**config.mk**
```make
export PLATFORM = sky130hd
export DESIGN_NAME = ssms_front
export DESIGN_NICKNAME = d
export VERILOG_FILES = /design/src/sorted_set_merge_stats_macros.svh /design/src/ssms_pkg.sv /design/src/ssms_front.sv
export SDC_FILE = /design/constraint.sdc
export NUM_CORES = 1
export LEC_CHECK = 0
export ABC_AREA = 0
export BUFFER_PORTS_ARGS = -buffer_cell sky130_fd_sc_hd__buf_2
export CAP_MARGIN = 25
export CORE_MARGIN = 5
export CORE_UTILIZATION = 40
export DETAILED_ROUTE_END_ITERATION = 8
export HOLD_SLACK_MARGIN = 0.08
export PLACE_DENSITY = 0.71
export SYNTH_ARGS = -nofsm -noshare
export SYNTH_HDL_FRONTEND = slang
export SYNTH_SLANG_ARGS = --single-unit
```
**constraint.sdc**
```tcl
create_clock -name clk_i -period 3.6 [get_ports clk_i]
set_input_delay 0.54 -clock clk_i [delete_from_list [all_inputs] [get_ports clk_i]]
set_output_delay 0.54 -clock clk_i [all_outputs]
set_load 0.005 [all_outputs]
```
**src/sorted_set_merge_stats_macros.svh**
```systemverilog
// Assertion helpers used by ssms_back.
`ifndef SORTED_SET_MERGE_STATS_MACROS_SVH
`define SORTED_SET_MERGE_STATS_MACROS_SVH

// Clocked check that is switched off while reset is asserted.
`define SSMS_ASSERT(lbl, prop, msg) \
  lbl: assert property (@(posedge clk_i) disable iff (!rst_ni) prop) else $error(msg);

// Clocked check that also holds during reset.
`define SSMS_ASSERT_ALWAYS(lbl, prop, msg) \
  lbl: assert property (@(posedge clk_i) prop) else $error(msg);

`endif

```
**src/ssms_pkg.sv**
```systemverilog
package ssms_pkg;

  localparam int unsigned HIST_BINS   = 1024;
  localparam int unsigned KMER_LENGTH = 32;
  localparam int unsigned KEY_BITS    = 2 * KMER_LENGTH;
  localparam int unsigned HIST_AW     = (HIST_BINS > 1) ? $clog2(HIST_BINS) : 1;

  localparam int unsigned ACC_W     = 48;
  localparam int unsigned CNT_W     = 16;
  localparam int unsigned KEY_W     = 64;
  localparam int unsigned MODE_W    = 2;
  localparam int unsigned BIN_IDX_W = 10;

  localparam int unsigned OPQ_DEPTH = 4;
  localparam int unsigned OPQ_AW    = $clog2(OPQ_DEPTH);
  localparam int unsigned OPQ_CW    = $clog2(OPQ_DEPTH + 1);

  localparam logic [MODE_W-1:0] MODE_MERGE = 2'd0;
  localparam logic [MODE_W-1:0] MODE_READ  = 2'd1;
  localparam logic [MODE_W-1:0] MODE_CLEAR = 2'd2;

  localparam logic [CNT_W-1:0] COUNT_LIMIT_RESET = '1;
  localparam logic [ACC_W-1:0] ACC_MAX           = '1;

  typedef enum logic [2:0] {
    OP_NONE,
    OP_MISS,
    OP_BOTH,
    OP_READ,
    OP_CLEAR
  } op_kind_e;

  typedef struct packed {
    op_kind_e           kind;
    logic               pop_a;
    logic               pop_b;
    logic               finished;
    logic [CNT_W-1:0]   amount;
    logic [HIST_AW-1:0] addr;
    logic               rd_ok;
  } op_t;

  typedef struct packed {
    logic             pop_a;
    logic             pop_b;
    logic             found_both;
    logic             found_missing;
    logic             finished;
    logic [ACC_W-1:0] common_distinct;
    logic [ACC_W-1:0] common_total;
    logic [ACC_W-1:0] missing_distinct;
    logic [ACC_W-1:0] missing_total;
    logic [ACC_W-1:0] bin_value;
  } res_t;

  function automatic logic [ACC_W-1:0] sat_add(input logic [ACC_W-1:0] acc,
                                               input logic [CNT_W-1:0] inc);
    logic [ACC_W:0] sum;
    sum = {1'b0, acc} + {{(ACC_W + 1 - CNT_W){1'b0}}, inc};
    return sum[ACC_W] ? ACC_MAX : sum[ACC_W-1:0];
  endfunction

endpackage

```
**src/ssms_front.sv**
```systemverilog
module ssms_front (
  input  logic                          clk_i,
  input  logic                          rst_ni,
  input  logic                          cfg_valid_i,
  output logic                          cfg_ready_o,
  input  logic [ssms_pkg::CNT_W-1:0]    cfg_data_i,
  input  logic                          push_i,
  output logic                          full_o,
  input  logic [ssms_pkg::MODE_W-1:0]   mode_i,
  input  logic [ssms_pkg::KEY_W-1:0]    key_a_i,
  input  logic [ssms_pkg::CNT_W-1:0]    count_a_i,
  input  logic                          a_valid_i,
  input  logic [ssms_pkg::KEY_W-1:0]    key_b_i,
  input  logic [ssms_pkg::CNT_W-1:0]    count_b_i,
  input  logic                          b_valid_i,
  input  logic [ssms_pkg::BIN_IDX_W-1:0] bin_index_i,
  input  logic                          q_full_i,
  input  logic                          init_busy_i,
  output logic                          op_valid_o,
  output ssms_pkg::op_t                 op_o
);
  import ssms_pkg::*;

  logic [CNT_W-1:0]    count_limit_q;
  logic [KEY_BITS-1:0] ka;
  logic [KEY_BITS-1:0] kb;
  logic [HIST_AW-1:0]  miss_bin;
  op_t                 op;

  assign cfg_ready_o = 1'b1;

  always_ff @(posedge clk_i or negedge rst_ni) begin
    if (!rst_ni) begin
      count_limit_q <= COUNT_LIMIT_RESET;
    end else if (cfg_valid_i && cfg_ready_o) begin
      count_limit_q <= cfg_data_i;
    end
  end

  assign ka = key_a_i[KEY_BITS-1:0];
  assign kb = key_b_i[KEY_BITS-1:0];

  // Counts at or above the last bin land in the last bin.
  assign miss_bin = (32'(count_a_i) >= HIST_BINS - 1) ? HIST_AW'(HIST_BINS - 1)
                                                       : HIST_AW'(count_a_i);

  always_comb begin
    op          = '0;
    op.kind     = OP_NONE;
    unique case (mode_i)
      MODE_MERGE: begin
        priority if (!a_valid_i) begin
          op.finished = 1'b1;
        end else if (count_a_i > count_limit_q) begin
          op.pop_a = 1'b1;
        end else if (!b_valid_i || ka < kb) begin
          op.pop_a  = 1'b1;
          op.kind   = OP_MISS;
          op.amount = count_a_i;
          op.addr   = miss_bin;
        end else if (ka == kb) begin
          op.pop_a  = 1'b1;
          op.pop_b  = 1'b1;
          op.kind   = OP_BOTH;
          op.amount = (count_a_i < count_b_i) ? count_a_i : count_b_i;
        end else begin
          op.pop_b = 1'b1;
        end
      end
      MODE_READ: begin
        op.kind  = OP_READ;
        op.addr  = HIST_AW'(bin_index_i);
        op.rd_ok = 32'(bin_index_i) < HIST_BINS;
      end
      MODE_CLEAR: begin
        op.kind = OP_CLEAR;
      end
      default: begin
        op.kind = OP_NONE;
      end
    endcase
  end

  assign full_o     = q_full_i || init_busy_i;
  assign op_valid_o = push_i && !full_o;
  assign op_o       = op;

endmodule

```
# ---- Word-level counts from Yosys, hierarchy flattened
# Cells that the tools add are included.
dict set report classes {
  multipliers 0
  div_mod_pow 0
  bitwise 0
  eq_ne 3
  add_sub_neg 0
  shifts 0
  reduce_logical 6
  n_mux 19
  magnitude_cmp 4
}
# cell count
set op_table {}
lappend op_table {{64-bit equality test} 1}
lappend op_table {{64-bit less-than comparator} 1}
lappend op_table {{26-bit 2-to-1 mux} 2}
lappend op_table {{16-bit 2-to-1 mux} 3}
lappend op_table {{10-bit 2-to-1 mux} 2}
lappend op_table {{10-bit one-hot mux with 2 select lines} 1}
lappend op_table {{19-bit 2-to-1 mux} 1}
lappend op_table {{16-bit by 10-bit >= comparator with 1-bit output (second input constant)} 1}
lappend op_table {{16-bit > comparator} 1}
lappend op_table {{16-bit less-than comparator} 1}
lappend op_table {{3-bit one-hot mux with 3 select lines} 1}
lappend op_table {{3-bit 2-to-1 mux} 2}
lappend op_table {{1-bit 2-to-1 mux} 5}
lappend op_table {{5-bit 2-to-1 mux} 1}
lappend op_table {{2-bit by 1-bit equality test with 1-bit output (second input constant)} 1}
lappend op_table {{2-bit equality test (second input constant)} 1}
lappend op_table {{1-bit zero test} 2}
lappend op_table {{2-bit zero test} 1}
lappend op_table {{1-bit logical OR} 2}
lappend op_table {{2-bit 2-to-1 mux} 1}
lappend op_table {{1-bit logical AND} 1}
dict set report word_totals {
  ramBits 0
  latchBits 0
  output_inout_bits 36
  mem_count 0
  rom_bits 0
  inputBits 196
  ff_bits 16
}

# ---- Depth between registers and ports, before layout
# Gate-level depths: netlist (run 1).
dict set report logic_depth {
  ltp_word 7
  mapped_depth 11
}

# ---- Least setup slack after synthesis (run 1)
# OpenSTA, ideal clock, no wires.
dict set report synth_timing {
  kind {input-to-output}
  from {in key_b_i[57] (netlist name)}
  to {out op_o[1] (netlist name)}
  t_required_ps 3060
  setup_slack_ps 558
  arrival_time_ps 2502
  n_path_buf 1
  path_stages 10
  cell_sequence {inv_1 ha_1 a211o_1 o2111ai_1 o211ai_1 a221o_1 a211oi_4 a21oi_4 buf_6 o31ai_2}
}
# element line_no
set synth_lines {}
lappend synth_lines {{start: declaration} ssms_front.sv:13} ;# input logic [ssms_pkg::KEY_W-1:0] key_b_i,
lappend synth_lines {{end: declaration} ssms_front.sv:20} ;# output ssms_pkg::op_t op_o

==> results_dict.tcl, run 1 <==
set metrics [dict create \
    outcome "complete, no violations" \
    stdcell_area_sq_um 5880 \
    share_of_final_layout_standard_cells_stronger_than_drive_strength_1_pct 44.3 \
    synth_fa_ha_area_share_pct 29.4 \
    post-route-period-util_pct 98.4 \
    cts_tree "built" \
    ys.flop_type "sky130_fd_sc_hd__dfstp_2" \
    number_of_endpoints_failing_setup_at_the_final_stage 0 \
    post_synth_inst_count 531 \
    area_growth_syn_to_fin_pct 45.6 \
    largestRegisters "count_limit_q (16)" \
    synth_compound_area_share_pct 31.6 \
    fraction_of_the_mapped_netlist_area_in_simple_logic_gates_pct 15.5 \
    clock_latency_ns 0.25 \
    overflow 0 \
    chipWidth_um 110 \
    class_of_the_most_critical_hold_timing_path "input pin to async pin" \
    max_flop_register "count_limit_q" \
    post-route-util_pct 59.8 \
    ctsRootBufferMaster "sky130_fd_sc_hd__clkbuf_8" \
    synth.lib_cells_used.distinct 55 \
    num_antenna_cells 0 \
    ctsHtreeMaxLevel 1 \
    multiInputGateArea_sq_um 3290 \
    grt_antenna_before_repair 0 \
    final_max_slew_viol_count 0 \
    largest_register_ff_count 16 \
    core.rowCount 36 \
    total_power_density_per_cell_area_nw_per_um2 164 \
    clk_sink_count 16 \
    worst-setup-path-type "input pin to output pin" \
    pnr_worst_setup_slack_ns 0.0569 \
    area.sequential_sq_um 420 \
    wire_per_inst_um 15.7 \
    crit_arrival_ns 3.00 \
    routed-via-count 4837 \
    yosysTopAreaCell "sky130_fd_sc_hd__ha_1" \
    design.portCount 232 \
    sequential_area_share_after_synthesis_pct 10.4 \
    yosysTopAreaCellShare_pct 29.4 \
    relSlewSlack_pct 33.9 \
    post_synth_mux_area_share_pct 0.279 \
    ctsLongestPathBuffers 2 \
    post_synth_xor_xnor_area_pct 0 \
    core_area_sq_um 9820 \
    fmax_mhz 282 \
    syn_area_sq_um 4040 \
    finalSetupTns_ns 0 \
    initial_utilization_pct 41.1 \
    ir_drop_v 0.000152 \
    placement.cell_area_sq_um 5470 \
    detailed_place_hpwl_um 12300 \
    cp-end-kind "output pin" \
    finalWeightedCongestion 0.936 \
    leakage_dissipation_nw 3.28 \
    design.die.area_sq_um 12200 \
    max-cap-violations 0 \
    synth_edf_count 0 \
    drt_first_pass_iters 4 \
    worstPathRequired_ns 3.06 \
    drtAntennaViolNets 0 \
    clkTransAtPathRegs_ns 0.06 \
    cts_buffers 3 \
    rsz0062_at_grt "true" \
    hold_viol 0 \
    post_drt_via_cell_ratio 5.27 \
    total_wire_length_after_detailed_routing_um 14400 \
    timing.critical_path.fanout_max 7 \
    grt_pass1_vias 4869 \
    final_nets 1076 \
    layout_common_cells "sky130_fd_sc_hd__buf_2 (230), sky130_fd_sc_hd__inv_1 (110), sky130_fd_sc_hd__ha_1 (93), sky130_fd_sc_hd__nand2_1 (54), sky130_fd_sc_hd__o21ai_0 (29)" \
    synthesis.yosys.warnings 0 \
    maximum_number_of_pins_on_one_net_before_global_route_repair 32 \
    syn-mean-instance-area_sq_um 7.60 \
    synth.ff_latch_count 16 \
    fin_worst_skew_ns 0 \
    synth_top_family_by_area "compound AO/OA/AOI/OAI gates" \
    critical_path.startpoint_type "input pin" \
    drtIter0Drc 272 \
    buffer_ports.inserted 230 \
    pre_cts_ws_ns 0.0538 \
    fin_crit_ns 3.54 \
    filler_cell_count 898 \
    synthesis.nets 822 \
    worst_pin_slew_ns 0.989 \
    remaining_drc_errors 0 \
    grt.total_usage_pct 21.5 \
    asyncSetResetFlopFracSynth_pct 100 \
    grt_pass1_wl_um 22600 \
    ys_top_cells_by_area "sky130_fd_sc_hd__ha_1 (29%), sky130_fd_sc_hd__dfstp_2 (10%), sky130_fd_sc_hd__inv_1 (10%)" \
    die_y_um 110 \
    mostFrequentLayoutCell "sky130_fd_sc_hd__buf_2" \
]
-- what timing repair did --
action | CTS | global route
gates cloned | 1 | 3
setup endpoints to repair | 16 | 27
hold buffers | 0 | 0
pin swaps | 2 | 15
setup buffers | 0 | 7
resized for setup | 5 | 39
-- per-stage QoR --
step	hold slack, ns	instances	power, mW
final	0.468	917	0.963
after global routing	0.495	917	1.05
after CTS	0.475	907	0.937
after detailed placement	0.510	902	0.768
after global placement	0.495	902	0.746
after floorplan	0.392	531	0.520
-- worst max-delay path, stage by stage --
cell and delay (ns):
sky130_fd_sc_hd__buf_2 0.07, sky130_fd_sc_hd__inv_1 0.04, sky130_fd_sc_hd__ha_1 0.30, sky130_fd_sc_hd__nand4_1 0.15
sky130_fd_sc_hd__nor4_2 0.42, sky130_fd_sc_hd__a2bb2oi_2 0.14, sky130_fd_sc_hd__a2111oi_4 0.40, sky130_fd_sc_hd__or2_4 0.19
sky130_fd_sc_hd__o2111ai_4 0.25, sky130_fd_sc_hd__buf_6 0.21, sky130_fd_sc_hd__o21ai_0 0.14, sky130_fd_sc_hd__buf_2 0.15
-- where the power goes --
group / internal [mW] / total (mW) / switching [mW]
clock network: 0.0971 / 0.160 / 0.0626
logic: 0.280 / 0.591 / 0.311
registers: 0.208 / 0.213 / 0.00476
-- path summary, 6_finish.rpt --
| kind | startpoint | end | slack (ns) | depth (start not counted) |
|---|---|---|---|---|
| max | key_b_i[27] | op_o[15] | 0.06 | 12 |
| min | rst_ni | count_limit_q[9]$_DFFE_PN1P_ | 0.47 | 1 |
| max reg2reg | count_limit_q[7]$_DFFE_PN1P_ | count_limit_q[7]$_DFFE_PN1P_ | 2.76 | 2 |
| min reg2reg | count_limit_q[14]$_DFFE_PN1P_ | count_limit_q[14]$_DFFE_PN1P_ | 0.51 | 2 |
| max in group asynchronous | rst_ni | count_limit_q[6]$_DFFE_PN1P_ | 3.10 | 1 |
| min in group clk_i | cfg_data_i[10] | count_limit_q[10]$_DFFE_PN1P_ | 0.50 | 3 |
-- metal layers --
metal  vias up  share of wire (%)  global-route usage, %
met3        24                5.8                   2.68
met1      2194                 42                   26.5
li1       2426                  -                      -
met5         -                  0                      0
met4         0                1.9                   5.01
met2       193                 50                   39.6
-- final cells by class --
cell class / count / area share (%)
inverter: 114 / 7.35
clock buffer: 4 / 0.937
sequential: 16 / 7.16
tap: 133 / 2.83
multi-input combinational: 385 / 56.0
timing repair buffer: 265 / 25.7
-- cells in the mapped netlist (7+ instances only) --
library cell                 n
sky130_fd_sc_hd__nor2_1     16
sky130_fd_sc_hd__o21ai_2    10
sky130_fd_sc_hd__inv_1     112
sky130_fd_sc_hd__a21o_1     11
sky130_fd_sc_hd__dfstp_2    16
sky130_fd_sc_hd__o21ai_0    33
sky130_fd_sc_hd__o32ai_1    16
sky130_fd_sc_hd__a41oi_1    16
sky130_fd_sc_hd__a21oi_1    26
sky130_fd_sc_hd__nand2_1    55
sky130_fd_sc_hd__clkbuf_1    7
sky130_fd_sc_hd__nand4_1    17
sky130_fd_sc_hd__ha_1       95
-- logic make-up (layout without fill, tap and decap cells) --
| logic type | count (synthesis) | in the layout |
|---|---|---|
| AO/OA/AOI/OAI | 163 | 163 |
| buffers and inverters | 130 | 383 |
| AND/OR/NAND/NOR | 125 | 125 |
| adder cells (fa/ha/maj) | 95 | 95 |
| flip-flops | 16 | 16 |
| other | 1 | 1 |
| multiplexers | 1 | 1 |
Note: power is estimated with default switching activity, not from simulation.
==> inputs of run 2 (changes only) <==
--- a/config.mk
+++ b/config.mk
@@ -8,7 +8,6 @@
 export ABC_AREA = 0
 export BUFFER_PORTS_ARGS = -buffer_cell sky130_fd_sc_hd__buf_2
 export CAP_MARGIN = 25
-export CORE_MARGIN = 5
 export CORE_UTILIZATION = 40
 export DETAILED_ROUTE_END_ITERATION = 8
 export HOLD_SLACK_MARGIN = 0.08
==> results_dict.tcl, run 2 (same netlist as run 1, synthesis figures left out) <==
set metrics [dict create \
    outcome "complete, no violations" \
    design.portCount 232 \
    grt.total_usage_pct 23.7 \
    p_int_mw 0.592 \
    drt_first_pass_iters 4 \
    placement.cell_area_sq_um 5440 \
    crit-reg2reg-capture "count_limit_q[4]$_DFFE_PN1P_" \
    reg_to_reg_start "count_limit_q[4]$_DFFE_PN1P_" \
    filler_cell_count 897 \
    detailed_place_hpwl_um 11400 \
    final_max_slew_viol_count 0 \
    fmax_mhz 281 \
    area.sequential_sq_um 420 \
    wire_per_inst_um 14.9 \
    drtIter0Drc 119 \
    clkTransAtPathRegs_ns 0.06 \
    stdcell_area_sq_um 5800 \
    worst-setup-path-type "flop to output pin" \
    overflow 0 \
    combinational_cell_fraction_of_total_power_pct 61.7 \
    post_route_worst_hold_slack_ns 0.474 \
    timing.critical_path.fanout_max 12 \
    finalWeightedCongestion 0.918 \
    max-cap-violations 0 \
    worst_pin_slew_ns 0.902 \
    pnr_worst_setup_slack_ns 0.0401 \
    core_area_sq_um 9770 \
    chipWidth_um 102 \
    r2r_setup_slack_ns 2.72 \
    fin_worst_skew_ns 0 \
    initial_utilization_pct 41.3 \
    relSlewSlack_pct 39.7 \
    remaining_drc_errors 0 \
    fin_crit_ns 3.56 \
    core.rowCount 36 \
    worstRegToRegCells 2 \
    ctsHtreeMaxLevel 1 \
    multiInputGateArea_sq_um 3300 \
    ir_drop_v 0.000143 \
    switching_share_pct 39.5 \
    cp-end-kind "output pin" \
    cts_buffers 3 \
    share_of_final_layout_standard_cells_stronger_than_drive_strength_1_pct 43.4 \
    mostFrequentLayoutCell "sky130_fd_sc_hd__buf_2" \
    ctsRootBufferMaster "sky130_fd_sc_hd__clkbuf_8" \
    number_of_endpoints_failing_setup_at_the_final_stage 0 \
    total_wire_length_after_detailed_routing_um 13600 \
    crit_arrival_ns 3.02 \
    stdcell_count 913 \
    finalSetupTns_ns 0 \
    critical_path.startpoint_type "flop" \
    largestRegisters "count_limit_q (16)" \
    power_frac_seq_pct 21.7 \
    layout_common_cells "sky130_fd_sc_hd__buf_2 (230), sky130_fd_sc_hd__inv_1 (110), sky130_fd_sc_hd__ha_1 (90), sky130_fd_sc_hd__nand2_1 (55), sky130_fd_sc_hd__o21ai_0 (27)" \
    post-route-period-util_pct 98.9 \
    grt_pass1_vias 4541 \
    area_growth_syn_to_fin_pct 43.6 \
    hold_viol 0 \
    clk_sink_count 16 \
    buffer_ports.inserted 230 \
    pre_cts_ws_ns 0.0278 \
    largest_register_ff_count 16 \
    p_sw_mw 0.386 \
    max_flop_register "count_limit_q" \
    clock_latency_ns 0.25 \
    grt_antenna_before_repair 1 \
    leakage_dissipation_nw 3.23 \
    class_of_the_most_critical_hold_timing_path "input pin to async pin" \
    drtAntennaViolNets 0 \
    post_drt_via_cell_ratio 5.34 \
    final_nets 1071 \
    routed-via-count 4874 \
    post-route-util_pct 59.3 \
    dp_cells 897 \
    maximum_number_of_pins_on_one_net_before_global_route_repair 32 \
    ctsLongestPathBuffers 2 \
    total_power_density_per_cell_area_nw_per_um2 169 \
    worstPathRequired_ns 3.06 \
    fin_total_pwr_mw 0.978 \
    power_frac_clock_pct 16.6 \
    cts_tree "built" \
    grt_pass1_wl_um 19900 \
    die_y_um 102 \
    design.die.area_sq_um 10500 \
]
[run 2: final cells by class]
class / instances / area share, %
diodes: 1 / 0.0432
clock buffers: 4 / 0.950
inverters: 114 / 7.38
multi-input cells: 385 / 57.0
flip-flops and latches: 16 / 7.25
well taps: 133 / 2.87
repair buffers: 260 / 24.5
[run 2: worst max-delay path by stage]
| stage | endpoint | depth (start not counted) | startpoint |
|---|---|---|---|
| floorplan | op_o[1] | 10 | key_b_i[57] |
| global placement | op_o[29] | 12 | key_a_i[1] |
| detailed placement | op_o[19] | 12 | count_a_i[5] |
| CTS | op_o[16] | 12 | count_limit_q[7]$_DFFE_PN1P_ |
| global route | op_o[26] | 13 | count_limit_q[5]$_DFFE_PN1P_ |
| finish | op_o[16] | 12 | count_limit_q[5]$_DFFE_PN1P_ |
[run 2: power groups by stage]
stage                     Sequential, mW  Combinational (mW)  Clock [mW]
after floorplan                    0.214               0.306           0
after global placement             0.215               0.527           0
after detailed placement           0.215               0.552           0
after CTS                          0.212               0.563       0.165
after global routing               0.214               0.674       0.173
final                              0.213               0.603       0.162
[run 2: timing repair]
item,4_1_cts,5_1_grt
setup endpoints to repair,16,29
gates cloned,1,2
gates resized for setup,7,40
buffers inserted,1,7
pin swaps,0,16
hold buffers,0,0
[run 2: per-layer routing]
| metal | vias up | wire [um] | GRT usage, % |
|---|---|---|---|
| met1 | 2225 | 5440 | 26.9 |
| met3 | 30 | 718 | 1.78 |
| met5 | - | 0 | 0 |
| met2 | 197 | 7090 | 46.7 |
| li1 | 2422 | - | - |
| met4 | 0 | 367 | 6.37 |
[run 2: worst max-delay path, stage by stage, from the launching register on]
cell,delay (ns)
sky130_fd_sc_hd__dfstp_2,0.52
sky130_fd_sc_hd__inv_1,0.07
sky130_fd_sc_hd__ha_4,0.28
sky130_fd_sc_hd__a211oi_2,0.06
sky130_fd_sc_hd__o21bai_2,0.25
sky130_fd_sc_hd__o2111ai_2,0.19
sky130_fd_sc_hd__o211ai_1,0.42
sky130_fd_sc_hd__clkbuf_8,0.24
sky130_fd_sc_hd__clkinv_1,0.09
sky130_fd_sc_hd__buf_6,0.17
sky130_fd_sc_hd__a41oi_1,0.20
sky130_fd_sc_hd__o21ai_1,0.12
sky130_fd_sc_hd__buf_2,0.14
