`src/sorted_set_merge_stats_macros.svh`:
```
// Assertion helpers used by ssms_back.
`ifndef SORTED_SET_MERGE_STATS_MACROS_SVH
`define SORTED_SET_MERGE_STATS_MACROS_SVH

// Clocked check that is switched off while reset is asserted.
`define SSMS_ASSERT(lbl, prop, msg) \
  lbl: assert property (@(posedge clk_i) disable iff (!rst_ni) prop) else $error(msg);

// Clocked check that also holds during reset.
`define SSMS_ASSERT_ALWAYS(lbl, prop, msg) \
  lbl: assert property (@(posedge clk_i) prop) else $error(msg);

`endif

```
`src/ssms_pkg.sv`:
```
package ssms_pkg;

  localparam int unsigned HIST_BINS   = 1024;
  localparam int unsigned KMER_LENGTH = 32;
  localparam int unsigned KEY_BITS    = 2 * KMER_LENGTH;
  localparam int unsigned HIST_AW     = (HIST_BINS > 1) ? $clog2(HIST_BINS) : 1;

  localparam int unsigned ACC_W     = 48;
  localparam int unsigned CNT_W     = 16;
  localparam int unsigned KEY_W     = 64;
  localparam int unsigned MODE_W    = 2;
  localparam int unsigned BIN_IDX_W = 10;

  localparam int unsigned OPQ_DEPTH = 4;
  localparam int unsigned OPQ_AW    = $clog2(OPQ_DEPTH);
  localparam int unsigned OPQ_CW    = $clog2(OPQ_DEPTH + 1);

  localparam logic [MODE_W-1:0] MODE_MERGE = 2'd0;
  localparam logic [MODE_W-1:0] MODE_READ  = 2'd1;
  localparam logic [MODE_W-1:0] MODE_CLEAR = 2'd2;

  localparam logic [CNT_W-1:0] COUNT_LIMIT_RESET = '1;
  localparam logic [ACC_W-1:0] ACC_MAX           = '1;

  typedef enum logic [2:0] {
    OP_NONE,
    OP_MISS,
    OP_BOTH,
    OP_READ,
    OP_CLEAR
  } op_kind_e;

  typedef struct packed {
    op_kind_e           kind;
    logic               pop_a;
    logic               pop_b;
    logic               finished;
    logic [CNT_W-1:0]   amount;
    logic [HIST_AW-1:0] addr;
    logic               rd_ok;
  } op_t;

  typedef struct packed {
    logic             pop_a;
    logic             pop_b;
    logic             found_both;
    logic             found_missing;
    logic             finished;
    logic [ACC_W-1:0] common_distinct;
    logic [ACC_W-1:0] common_total;
    logic [ACC_W-1:0] missing_distinct;
    logic [ACC_W-1:0] missing_total;
    logic [ACC_W-1:0] bin_value;
  } res_t;

  function automatic logic [ACC_W-1:0] sat_add(input logic [ACC_W-1:0] acc,
                                               input logic [CNT_W-1:0] inc);
    logic [ACC_W:0] sum;
    sum = {1'b0, acc} + {{(ACC_W + 1 - CNT_W){1'b0}}, inc};
    return sum[ACC_W] ? ACC_MAX : sum[ACC_W-1:0];
  endfunction

endpackage

```
`src/ssms_op_queue.sv`:
```
module ssms_op_queue (
  input  logic          clk_i,
  input  logic          rst_ni,
  input  logic          push_i,
  input  ssms_pkg::op_t op_i,
  output logic          full_o,
  input  logic          pop_i,
  output logic          valid_o,
  output ssms_pkg::op_t op_o
);
  import ssms_pkg::*;

  op_t               slot_q [OPQ_DEPTH];
  logic [OPQ_AW-1:0] wr_ptr_q, wr_ptr_d;
  logic [OPQ_AW-1:0] rd_ptr_q, rd_ptr_d;
  logic [OPQ_CW-1:0] cnt_q, cnt_d;
  logic              do_push;
  logic              do_pop;

  assign full_o  = cnt_q == OPQ_CW'(OPQ_DEPTH);
  assign valid_o = cnt_q != '0;
  assign op_o    = slot_q[rd_ptr_q];
  assign do_push = push_i && !full_o;
  assign do_pop  = pop_i && valid_o;

  always_comb begin
    wr_ptr_d = wr_ptr_q;
    rd_ptr_d = rd_ptr_q;
    cnt_d    = cnt_q;
    if (do_push) begin
      wr_ptr_d = (wr_ptr_q == OPQ_AW'(OPQ_DEPTH - 1)) ? '0 : wr_ptr_q + 1'b1;
    end
    if (do_pop) begin
      rd_ptr_d = (rd_ptr_q == OPQ_AW'(OPQ_DEPTH - 1)) ? '0 : rd_ptr_q + 1'b1;
    end
    if (do_push && !do_pop) begin
      cnt_d = cnt_q + 1'b1;
    end else if (!do_push && do_pop) begin
      cnt_d = cnt_q - 1'b1;
    end
  end

  always_ff @(posedge clk_i or negedge rst_ni) begin
    if (!rst_ni) begin
      wr_ptr_q <= '0;
      rd_ptr_q <= '0;
      cnt_q    <= '0;
    end else begin
      wr_ptr_q <= wr_ptr_d;
      rd_ptr_q <= rd_ptr_d;
      cnt_q    <= cnt_d;
    end
  end

  always_ff @(posedge clk_i) begin
    if (do_push) begin
      slot_q[wr_ptr_q] <= op_i;
    end
  end

endmodule

```
`config.mk`:
```
export PLATFORM = sky130hd
export DESIGN_NAME = ssms_op_queue
export DESIGN_NICKNAME = d
export VERILOG_FILES = /design/src/sorted_set_merge_stats_macros.svh /design/src/ssms_pkg.sv /design/src/ssms_op_queue.sv
export SDC_FILE = /design/constraint.sdc
export NUM_CORES = 1
export LEC_CHECK = 0
export BUFFER_PORTS_ARGS = -buffer_cell sky130_fd_sc_hd__buf_2
export CORE_ASPECT_RATIO = 1.75
export CORE_MARGIN = 4
export CORE_UTILIZATION = 55
export DETAILED_ROUTE_END_ITERATION = 16
export PLACE_DENSITY = 0.77
export SLEW_MARGIN = 20
export SYNTH_ARGS = -nofsm -noshare
export SYNTH_HDL_FRONTEND = slang
export SYNTH_SLANG_ARGS = --single-unit
```
`constraint.sdc`:
```
create_clock -name clk_i -period 2.7 [get_ports clk_i]
set_input_delay 0.405 -clock clk_i [delete_from_list [all_inputs] [get_ports clk_i]]
set_output_delay 0.405 -clock clk_i [all_outputs]
set_load 0.03 [all_outputs]
```
Word level (Yosys, flattened, before mapping)
Memories as Yosys holds them, arrays and structs flattened.
Cells that the tools add are included.
{"block": "totals", "ff_bits": 7, "mem_bits_rw": 132, "inputBits": 37, "output_inout_bits": 35, "wordCells": 26, "mem_count": 1}
{"block": "op_classes", "n_addsub": 4, "n_eq_ne": 3, "n_mux": 6, "n_reduce_logical": 9}
{"memory": "slot_q", "words": 4, "width": 33, "read_ports": 1, "rd_ports_with_merged_regs": 0, "wr": 1, "line_no": "ssms_op_queue.sv:13", "text": "op_t slot_q [OPQ_DEPTH];"}
{"operator": "$mux W3", "count": 2}
{"operator": "$add A2 B1 Y2 const B", "count": 2}
{"operator": "$eq A2 B2 Y1 const B", "count": 2}
{"operator": "$logic_and A1 B1 Y1", "count": 4}
{"operator": "$mux W2", "count": 2}
{"operator": "$add A3 B1 Y3 const B", "count": 1}
{"operator": "$eq A3 B3 Y1 const B", "count": 1}
{"operator": "$logic_not A1 Y1", "count": 3}
{"operator": "$reduce_bool A3 Y1", "count": 1}
{"operator": "$sub A3 B1 Y3 const B", "count": 1}
{"operator": "$mux W1", "count": 2}
{"operator": "$reduce_bool A2 Y1", "count": 1}

Longest topological paths before layout
Gate-level depths: netlist of run 1.
{"block": "depth", "depth_word": 7, "mapped_depth": 9, "depth_no_buf": 8}

Worst setup path before layout of run 1
OpenSTA, ideal clock, no wires.
{"block": "synth_path", "path_kind": "register -> register", "startpoint": "register cnt_q[0]", "endpoint": "register cnt_q[1]", "arrival_time_ns": 2.105, "required_time_ns": 2.575, "slack_ns": 0.470, "path_stages_with_launch": 8, "n_path_buf": 1, "path_cell_list": "dfrtp_1 > nor3b_2 > nor2b_1 > buf_6 > ha_1 > inv_1 > fa_1 > mux2_2"}
{"block": "synth_via", "word_cells_on_any_way": 14, "classes_between": "add/sub (2); eq/ne (1); mux (2); reduce/logical (9)"}
{"item": "start, declared", "line_no": "ssms_op_queue.sv:16", "text": "logic [OPQ_CW-1:0] cnt_q, cnt_d;"}
{"item": "start signal, assigned", "line_no": "ssms_op_queue.sv:51", "text": "cnt_q <= cnt_d;"}
{"item": "$eq A3 B3 Y1", "line_no": "ssms_op_queue.sv:20", "text": "assign full_o = cnt_q == OPQ_CW'(OPQ_DEPTH);"}
{"item": "via full_o", "line_no": "ssms_op_queue.sv:6", "text": "output logic full_o,"}
{"item": "$logic_not A1 Y1", "line_no": "ssms_op_queue.sv:23", "text": "assign do_push = push_i && !full_o;"}
{"item": "$logic_and A1 B1 Y1", "line_no": "ssms_op_queue.sv:23"}
{"item": "via do_push", "line_no": "ssms_op_queue.sv:17", "text": "logic do_push;"}
{"item": "$logic_and A1 B1 Y1", "line_no": "ssms_op_queue.sv:36", "text": "if (do_push && !do_pop) begin"}
{"item": "$mux W3", "line_no": "ssms_op_queue.sv:36"}
{"item": "via cnt_d[1]", "line_no": "ssms_op_queue.sv:16"}
The timed path passes the listed nets, and every way through them passes these cells. The select of a mux whose other input is x is not followed.
A chain may end at the register's enable or synchronous reset.

==> results_dict.tcl, run 1 <==
set metrics [dict create \
    place.gp.congestion 0.6910 \
    reg2reg_slack_ps 590 \
    die-area_sq_um 11280 \
    crit_arrival_ps 2060 \
    swShare_pct 32.59 \
    min_path_type "in2reg" \
    fp.dieW_um 82.02 \
    synthAdderAreaFrac_pct 1.804 \
    clockBufferDepth 2 \
    clock-root-buffer "clkbuf_16" \
    drc 0 \
    grt_pass1_vias 2550 \
    worst_pin_slew_ps 836.0 \
    min-delay-start "op_i[12]" \
    synth_cells 210 \
    cts.sinks 139 \
    whs_ps 211.4 \
    worstSetupEndpointType "primary output" \
    peakVddDrop_uv 772.5 \
    grt_usage_pct 17.74 \
    hold_depth 1 \
    grt_overflow 0 \
    synth_seq_cells 139 \
    wl_per_cell_um 20.14 \
    cp_max_fo 21 \
    h-tree-depth 4 \
    combPwrFrac_pct 30.7 \
    synth_xor_area_share_pct 0.4983 \
    avgSynthCellArea_sq_um 25.11 \
    numCtsBuffers 17 \
    fp.dieH_um 137.5 \
    rr_endpoint "cnt_q[2]$_DFFE_PN0P_" \
    placed_cells 402 \
    synth_compound_area_share_pct 0 \
    syn-cell-area_sq_um 5273 \
    first_pass_iters 4 \
    final_hold_viol_count 0 \
    final_cell_mix "edfxtp_1, buf_2, mux4_2, clkbuf_16" \
    internal-power_mw 5.186 \
    setup_viol 0 \
    layout.nets 344 \
    reg2reg_from "cnt_q[0]$_DFFE_PN0P_" \
    stdcell_count 436 \
    finalCriticalPeriod_ps 2463 \
    vias 2358 \
    holdPathEnd "slot_q[3][12]$_DFFE_PP_" \
    layout_commonest_cell "edfxtp_1" \
    worstPathRequired_ps 2300 \
    drive_above_1_share_pct 48.56 \
    synth_top_family_by_area "multiplexers" \
    num_rows 47 \
    fin_crit_sh_pct 91.24 \
    area_growth_pct 20.46 \
    start_util_pct 56.04 \
    ys_types 20 \
    antenna_left 0 \
    tritoncts "done" \
    rsz0062_at_grt "no" \
    status "finished clean" \
    slew_viol_final 0 \
    yosys.area_share.simple_pct 1.376 \
    cp-start-kind "flip-flop" \
    tns_ps 0 \
    synth_area_leaders "edfxtp_1, mux4_2, dfrtp_1" \
    pwr_density_cell_nw_per_um2 1211 \
    clkSlewWorstSetupHoldPaths_ps 60 \
    routed_wl_mm 8.779 \
    grt_max_degree 36 \
    portBuffers 71 \
    pwr-share-seq_pct 41.3 \
    hpwlAfterDp_mm 5.391 \
    synthMuxAreaShare_pct 15.66 \
    ios 72 \
    coreArea_sq_um 9409 \
    vias_per_cell 5.408 \
    power_switching_mw 2.507 \
    clock_latency_ps 410 \
    clockPowerShare_pct 28.0 \
    synth_top_area_share_pct 75.18 \
    power.leakage_nw 2.262 \
    slew_headroom_pct 44.27 \
    yosys.area.top_type "edfxtp_1" \
    postCtsSetupBuffers 0 \
    skew_ps 9.233 \
    cap_violations 0 \
    synth.yosys.warnings 0 \
    max_freq_mhz 405.9 \
    drt_iter0_markers 121 \
    reg2reg_depth 8 \
    syn_nets 254 \
    grt_pass1_wl_mm 13.63 \
    antenna_found_initial 0 \
    critical_path_class "reg2out" \
    ys_seq_area_share_pct 78.50 \
]
## sequential cells by signal, indices dropped and copies added (netlist names)
name / cells
rd_ptr_q: 2
slot_q: 132
wr_ptr_q: 2
cnt_q: 3
## worst max-delay path: stages (launching register included)
cell and delay [ps]:
dfrtp_4 670, buf_4 270, mux4_2 520, buf_2 190
## power by group through the flow
stage | combinational, mW | clock (mW) | sequential, mW
floorplan | 2.00 | 0 | 3.00
global placement | 2.38 | 0 | 3.20
detailed placement | 2.41 | 0 | 3.23
CTS | 2.41 | 2.19 | 3.19
global route | 2.54 | 2.29 | 3.24
finish | 2.36 | 2.15 | 3.18
## synth_stat cells (all sizes together)
cell    number
ha           6
xor2         2
nor3b        1
nor2b        1
mux4        33
mux2         5
and2         4
inv          3
nand2        1
dfrtp        7
fa           1
buf          9
or3          1
nor2         3
edfxtp     132
xnor2        1
## how the worst max path moves through the flow
stage	start	to	slack (ps)	cells after the start
after floorplan	cnt_q[0]$_DFFE_PN0P_	cnt_q[1]$_DFFE_PN0P_	470	7
after global placement	rd_ptr_q[0]$_DFFE_PN0P_	op_o[31]	490	3
after detailed placement	rd_ptr_q[0]$_DFFE_PN0P_	op_o[20]	470	3
after CTS	rd_ptr_q[0]$_DFFE_PN0P_	op_o[3]	20	3
after global routing	rd_ptr_q[0]$_DFFE_PN0P_	op_o[3]	120	3
final	rd_ptr_q[0]$_DFFE_PN0P_	op_o[3]	240	3
## per-stage QoR
stage / worst slack (ps) / power (mW) / util [%] / cell area [sq um]
detailed placement: 470.2 / 5.637 / 61.33 / 5771
floorplan: 470.3 / 5.005 / - / 5273
global route: 122.2 / 8.067 / 67.47 / 6349
global placement: 492.7 / 5.581 / 61.33 / 5771
CTS: 19.38 / 7.797 / 67.45 / 6346
finish: 236.6 / 7.694 / 67.50 / 6351
## metal layers
metal	global-route usage [%]	part of all wire (%)	vias to the layer above
li1	-	-	1060
met1	20.96	38	1225
met2	29.12	55	64
met3	6.414	5.3	9
met4	7.394	1.6	0
met5	0	0	-
## area by class of cell
cell class	instances	area, sq um
tap	122	152.6
inverter	3	11.26
sequential	139	4144
timing repair buffer	80	450.4
multi-input combinational	59	1025
fill	647	3058
antenna	1	2.502
clock inverter	11	95.09
clock buffer	21	470.5
## logic make-up (layout without fill, tap and decap cells)
kind of cell	Yosys count	after routing
flip-flops	139	139
multiplexers	38	38
buffers and inverters	12	115
other	0	1
XOR/XNOR	3	3
adder cells (fa/ha/maj)	7	7
AND/OR/NAND/NOR	11	11
## repair_timing
item,4_1_cts,5_1_grt
setup endpoints to repair,0,7
hold buffers,1,0
gates resized for setup,0,1
endpoints found under the hold margin,7,0
No activity file was read; power rests on OpenSTA's default activity.
==> run 2, diff against run 1 <==
BUFFER_PORTS_ARGS = not set   (was -buffer_cell sky130_fd_sc_hd__buf_2)
DONT_BUFFER_PORTS = 1   (was not set)
PLACE_DENSITY = 0.7   (was 0.77)
==> results_dict.tcl, run 2 (synthesis gave the netlist of run 1 again) <==
set metrics [dict create \
    status "finished clean" \
    start_util_pct 56.04 \
    pwr-share-seq_pct 42.6 \
    coreArea_sq_um 9409 \
    grt_overflow 0 \
    slew_headroom_pct 58.56 \
    area_growth_pct 13.55 \
    pwr_density_cell_nw_per_um2 1228 \
    combPwrFrac_pct 29.1 \
    internal-power_mw 4.982 \
    critical_path_class "reg2out" \
    drive_above_1_share_pct 31.56 \
    insertedDiodeCount 0 \
    fp.dieH_um 137.5 \
    final_cell_mix "edfxtp_1, mux4_2, clkbuf_16, buf_4, ha_1" \
    slew_viol_final 0 \
    clockPowerShare_pct 28.3 \
    drt_iter0_markers 133 \
    layout_commonest_cell "edfxtp_1" \
    swShare_pct 32.25 \
    vias_per_cell 5.798 \
    peakVddDrop_uv 851.5 \
    stdcell_count 366 \
    worstPathRequired_ps 2300 \
    fin_crit_sh_pct 92.86 \
    grt_max_degree 20 \
    cp_max_fo 19 \
    skew_ps 5.986 \
    fp.dieW_um 82.02 \
    clock_latency_ps 400 \
    crit_arrival_ps 2100 \
    grt_pass1_wl_mm 13.33 \
    cts.sinks 139 \
    vias 2122 \
    first_pass_iters 4 \
    largest_register_ffs 132 \
    grt_usage_pct 17.24 \
    max_freq_mhz 398.8 \
    tritoncts "done" \
    num_rows 47 \
    worst_pin_slew_ps 621.6 \
    antenna_found_initial 0 \
    place.gp.congestion 0.6667 \
    ctsResizeCount 0 \
    regMostFlops "slot_q" \
    tns_ps 0 \
    layout.nets 276 \
    cap_violations 0 \
    wl_per_cell_um 23.57 \
    clock-root-buffer "clkbuf_16" \
    routed_wl_mm 8.628 \
    cp-start-kind "flip-flop" \
    reg2reg_depth 8 \
    placed_cells 334 \
    drc 0 \
    finalCriticalPeriod_ps 2507 \
    worstSetupEndpointType "primary output" \
    die-area_sq_um 11280 \
    holdPathEnd "slot_q[2][2]$_DFFE_PP_" \
    reg2reg_from "cnt_q[2]$_DFFE_PN0P_" \
    min_path_type "in2reg" \
    rr_endpoint "cnt_q[2]$_DFFE_PN0P_" \
    reg2reg_slack_ps 460 \
    final_hold_viol_count 0 \
    min-delay-start "op_i[2]" \
    power_switching_mw 2.371 \
    h-tree-depth 4 \
    rsz0062_at_grt "no" \
    antenna_left 0 \
    setup_viol 0 \
    fillerInstances 622 \
    hold_depth 0 \
    clkSlewWorstSetupHoldPaths_ps 50 \
    clockBufferDepth 2 \
    grt_pass1_vias 2377 \
    power.leakage_nw 1.989 \
    numCtsBuffers 17 \
    hpwlAfterDp_mm 5.686 \
    top_regs "slot_q x132, cnt_q x3" \
    ios 72 \
    portBuffers 0 \
]
[run 2: changes by cell type in the layout (fill, tap and decap cells not counted)]
cell	before	now
dfrtp_2	1	2
buf_2	71	0
clkbuf_8	3	0
clkinv_4	1	0
clkinv_1	0	5
clkbuf_1	1	2
dfrtp_4	1	0
clkinv_2	5	4
inv_6	1	0
clkinvlp_4	3	1
buf_4	6	9
bufinv_16	1	2
diode_2	1	0
[run 2: how the worst max path moves through the flow]
| stage | start | endpoint | slack (ps) | cells past startpoint |
|---|---|---|---|---|
| floorplan | cnt_q[0]$_DFFE_PN0P_ | cnt_q[1]$_DFFE_PN0P_ | 470 | 7 |
| CTS | rd_ptr_q[0]$_DFFE_PN0P_ | op_o[1] | 140 | 2 |
| global route | rd_ptr_q[0]$_DFFE_PN0P_ | op_o[1] | 70 | 2 |
| finish | rd_ptr_q[0]$_DFFE_PN0P_ | op_o[1] | 190 | 2 |
| global placement | cnt_q[2]$_DFFE_PN0P_ | cnt_q[2]$_DFFE_PN0P_ | 540 | 8 |
| detailed placement | cnt_q[2]$_DFFE_PN0P_ | cnt_q[2]$_DFFE_PN0P_ | 460 | 8 |
[run 2: cell type report]
| type | count | area (sq um) | share of cell area (%) |
|---|---|---|---|
| multi-input cells | 59 | 1025 | 17.12 |
| flip-flops and latches | 139 | 4141 | 69.17 |
| repair buffers | 12 | 117.6 | 1.964 |
| well taps | 122 | 152.6 | 2.550 |
| inverters | 3 | 11.26 | 0.1881 |
| clock buffers | 19 | 432.9 | 7.231 |
| clock inverters | 12 | 106.4 | 1.776 |
[run 2: power groups by stage]
stage / Combinational [mW] / Clock (mW) / Sequential, mW
after floorplan: 2.00 / 0 / 3.00
after global routing: 2.27 / 2.24 / 3.18
after global placement: 2.14 / 0 / 3.13
final: 2.14 / 2.08 / 3.13
after detailed placement: 2.18 / 0 / 3.19
after CTS: 2.19 / 2.12 / 3.14
[run 2: routing by layer]
metal | up-vias | global-route usage [%] | part of all wire, %
met2 | 62 | 28.89 | 57
met5 | - | 0 | 0
li1 | 925 | - | -
met3 | 18 | 8.050 | 7.5
met1 | 1117 | 18.05 | 33
met4 | 0 | 7.856 | 2.3
[run 2: repair_timing]
item	in CTS	in global routing
hold endpoints to repair	7	0
hold buffers	1	0
setup buffers	0	0
[run 2: worst max-delay path, stage by stage (launching register included)]
cell and delay (ps):
dfrtp_2 760, buf_12 270, mux4_2 650
[run 2: through the flow]
step / power [mW] / hold slack [ps] / area, sq um / setup WS (ps) / util, %
2_1_floorplan: 5.005 / 109.4 / 5273 / 470.3 / -
3_3_place_gp: 5.268 / 109.8 / 5438 / 544.4 / 57.79
3_5_place_dp: 5.371 / 109.7 / 5438 / 458.9 / 57.79
4_1_cts: 7.457 / 71.66 / 5987 / 141.6 / 63.63
5_1_grt: 7.679 / 66.26 / 5987 / 71.28 / 63.63
6_report: 7.353 / 92.32 / 5987 / 192.7 / 63.63
==> run 3, diff against run 2 <==
CTS_BUF_LIST = sky130_fd_sc_hd__clkbuf_16   (was not set)
CTS_CLUSTER_SIZE = 20   (was not set)
clock period = 2.8 ns   (was 2.7 ns; I/O delays follow)
==> results_dict.tcl, run 3 (synthesis gave the netlist of run 1 again) <==
set metrics [dict create \
    status "finished clean" \
    rsz0062_at_grt "no" \
    routed_wl_mm 8.567 \
    h-tree-depth 4 \
    clock_latency_ps 400 \
    swShare_pct 31.48 \
    fp.dieW_um 82.02 \
    portBuffers 0 \
    crit_path_top_delay_cell "dfrtp_2" \
    worstSetupEndpointType "primary output" \
    grt_max_degree 27 \
    worst_pin_slew_ps 636.8 \
    internal-power_mw 4.973 \
    wl_per_cell_um 23.34 \
    grt_pass1_wl_mm 13.20 \
    slew_headroom_pct 57.55 \
    worstPathRequired_ps 2380 \
    drc 0 \
    grt_overflow 0 \
    skew_ps 6.688 \
    utilization_pct 64.11 \
    vias 2151 \
    tritoncts "done" \
    power_mw 7.258 \
    area_growth_pct 14.40 \
    final_cell_mix "edfxtp_1, mux4_2, clkbuf_16, buf_4, inv_1" \
    cp_max_fo 19 \
    dpl_cell_area_sq_um 5433 \
    regMostFlops "slot_q" \
    clockPowerShare_pct 30.0 \
    insertedDiodeCount 0 \
    place.gp.congestion 0.6780 \
    peakVddDrop_uv 805.8 \
    antenna_found_initial 0 \
    min_path_type "in2reg" \
    tns_ps 0 \
    largest_register_ffs 132 \
    pwr-share-seq_pct 41.9 \
    drive_above_1_share_pct 31.84 \
    power_switching_mw 2.285 \
    grt_pass1_vias 2335 \
    pwr_density_cell_nw_per_um2 1203 \
    fin_crit_sh_pct 89.24 \
    reg2reg_slack_ps 520 \
    layout.nets 277 \
    antenna_left 0 \
    placed_cells 335 \
    fp.dieH_um 137.5 \
    die-area_sq_um 11280 \
    slew_viol_final 0 \
    drt_iter0_markers 117 \
    numCtsBuffers 17 \
    hpwlAfterDp_mm 5.737 \
    crit_arrival_ps 2080 \
    setup_viol 0 \
    start_util_pct 56.04 \
    layout_commonest_cell "edfxtp_1" \
    vias_per_cell 5.861 \
    crit_chain "buf_12 -> mux4_2" \
    stdcell_count 367 \
    grt_usage_pct 17.33 \
    clkSlewWorstSetupHoldPaths_ps 50 \
    finalCriticalPeriod_ps 2499 \
    top_regs "slot_q x132, cnt_q x3" \
    ios 72 \
    first_pass_iters 4 \
    final_area_sq_um 6032 \
    num_rows 47 \
    cap_violations 0 \
    power.leakage_nw 2.026 \
    crit_path_max_incr_delay_ps 750 \
    critical_path_class "reg2out" \
    cts.sinks 139 \
    max_freq_mhz 400.2 \
    combPwrFrac_pct 28.2 \
    clock-root-buffer "clkbuf_16" \
    cp-start-kind "flip-flop" \
    final_hold_viol_count 0 \
    clockBufferDepth 2 \
    coreArea_sq_um 9409 \
]
[run 3: cell types whose count changed in the layout (fill, tap and decap cells not counted), moves of 2 or more]
cell	change
clkinv_1	-2
clkinv_2	-2
inv_1	+4
clkbuf_1	-2
buf_4	+2
bufinv_16	+2
[run 3: path summary, 6_finish.rpt]
path                       cells after the start                     from                      end
max                                            2  rd_ptr_q[0]$_DFFE_PN0P_                  op_o[4]
min                                            0                 op_i[29]  slot_q[0][29]$_DFFE_PP_
max reg2reg                                    8     cnt_q[2]$_DFFE_PN0P_     cnt_q[2]$_DFFE_PN0P_
min reg2reg                                    1     cnt_q[2]$_DFFE_PN0P_     cnt_q[2]$_DFFE_PN0P_
max in group asynchronous                      1                   rst_ni  rd_ptr_q[1]$_DFFE_PN0P_
min in group asynchronous                      1                   rst_ni     cnt_q[1]$_DFFE_PN0P_
[run 3: per-stage QoR]
step           setup WS, ps  hold WS (ps)
2_1_floorplan         570.3         124.4
5_1_grt               150.0         85.25
3_5_place_dp          526.7         124.8
4_1_cts               228.3         97.14
3_3_place_gp          636.4         124.9
6_report              301.2         113.1
[run 3: metal layers]
layer  share of wire (%)  vias up  global-route usage (%)
met5                   0        -                       0
met4                 2.1        0                   8.410
met3                 8.0       10                   7.984
met2                  58       75                   29.48
met1                  32     1140                   17.51
li1                    -      926                       -
[run 3: power groups by stage]
stage | Sequential [mW] | Combinational, mW | Clock, mW
after floorplan | 2.89 | 1.93 | 0
after global placement | 3.04 | 2.04 | 0
after detailed placement | 3.09 | 2.09 | 0
after CTS | 3.05 | 2.10 | 2.21
after global routing | 3.10 | 2.17 | 2.33
final | 3.04 | 2.04 | 2.18
[run 3: area by class of cell]
type	count	area (sq um)
clock buffer	17	425.4
clock inverter	14	163.9
fill	631	3377
inverter	3	11.26
multi-input combinational	59	1025
sequential	139	4141
tap	122	152.6
timing repair buffer	13	112.6
[run 3: timing repair]
action                                 CTS  global route
gates resized for setup                  0             0
setup buffers                            0             0
endpoints found under the hold margin    7             0
hold buffers                             1             0
[run 3: worst max-delay path: cells and delay by family (launching register included)]
family / cells / cell delay (ps)
DFF: 1 / 750
muxes: 1 / 650
buffers and inverters: 1 / 270
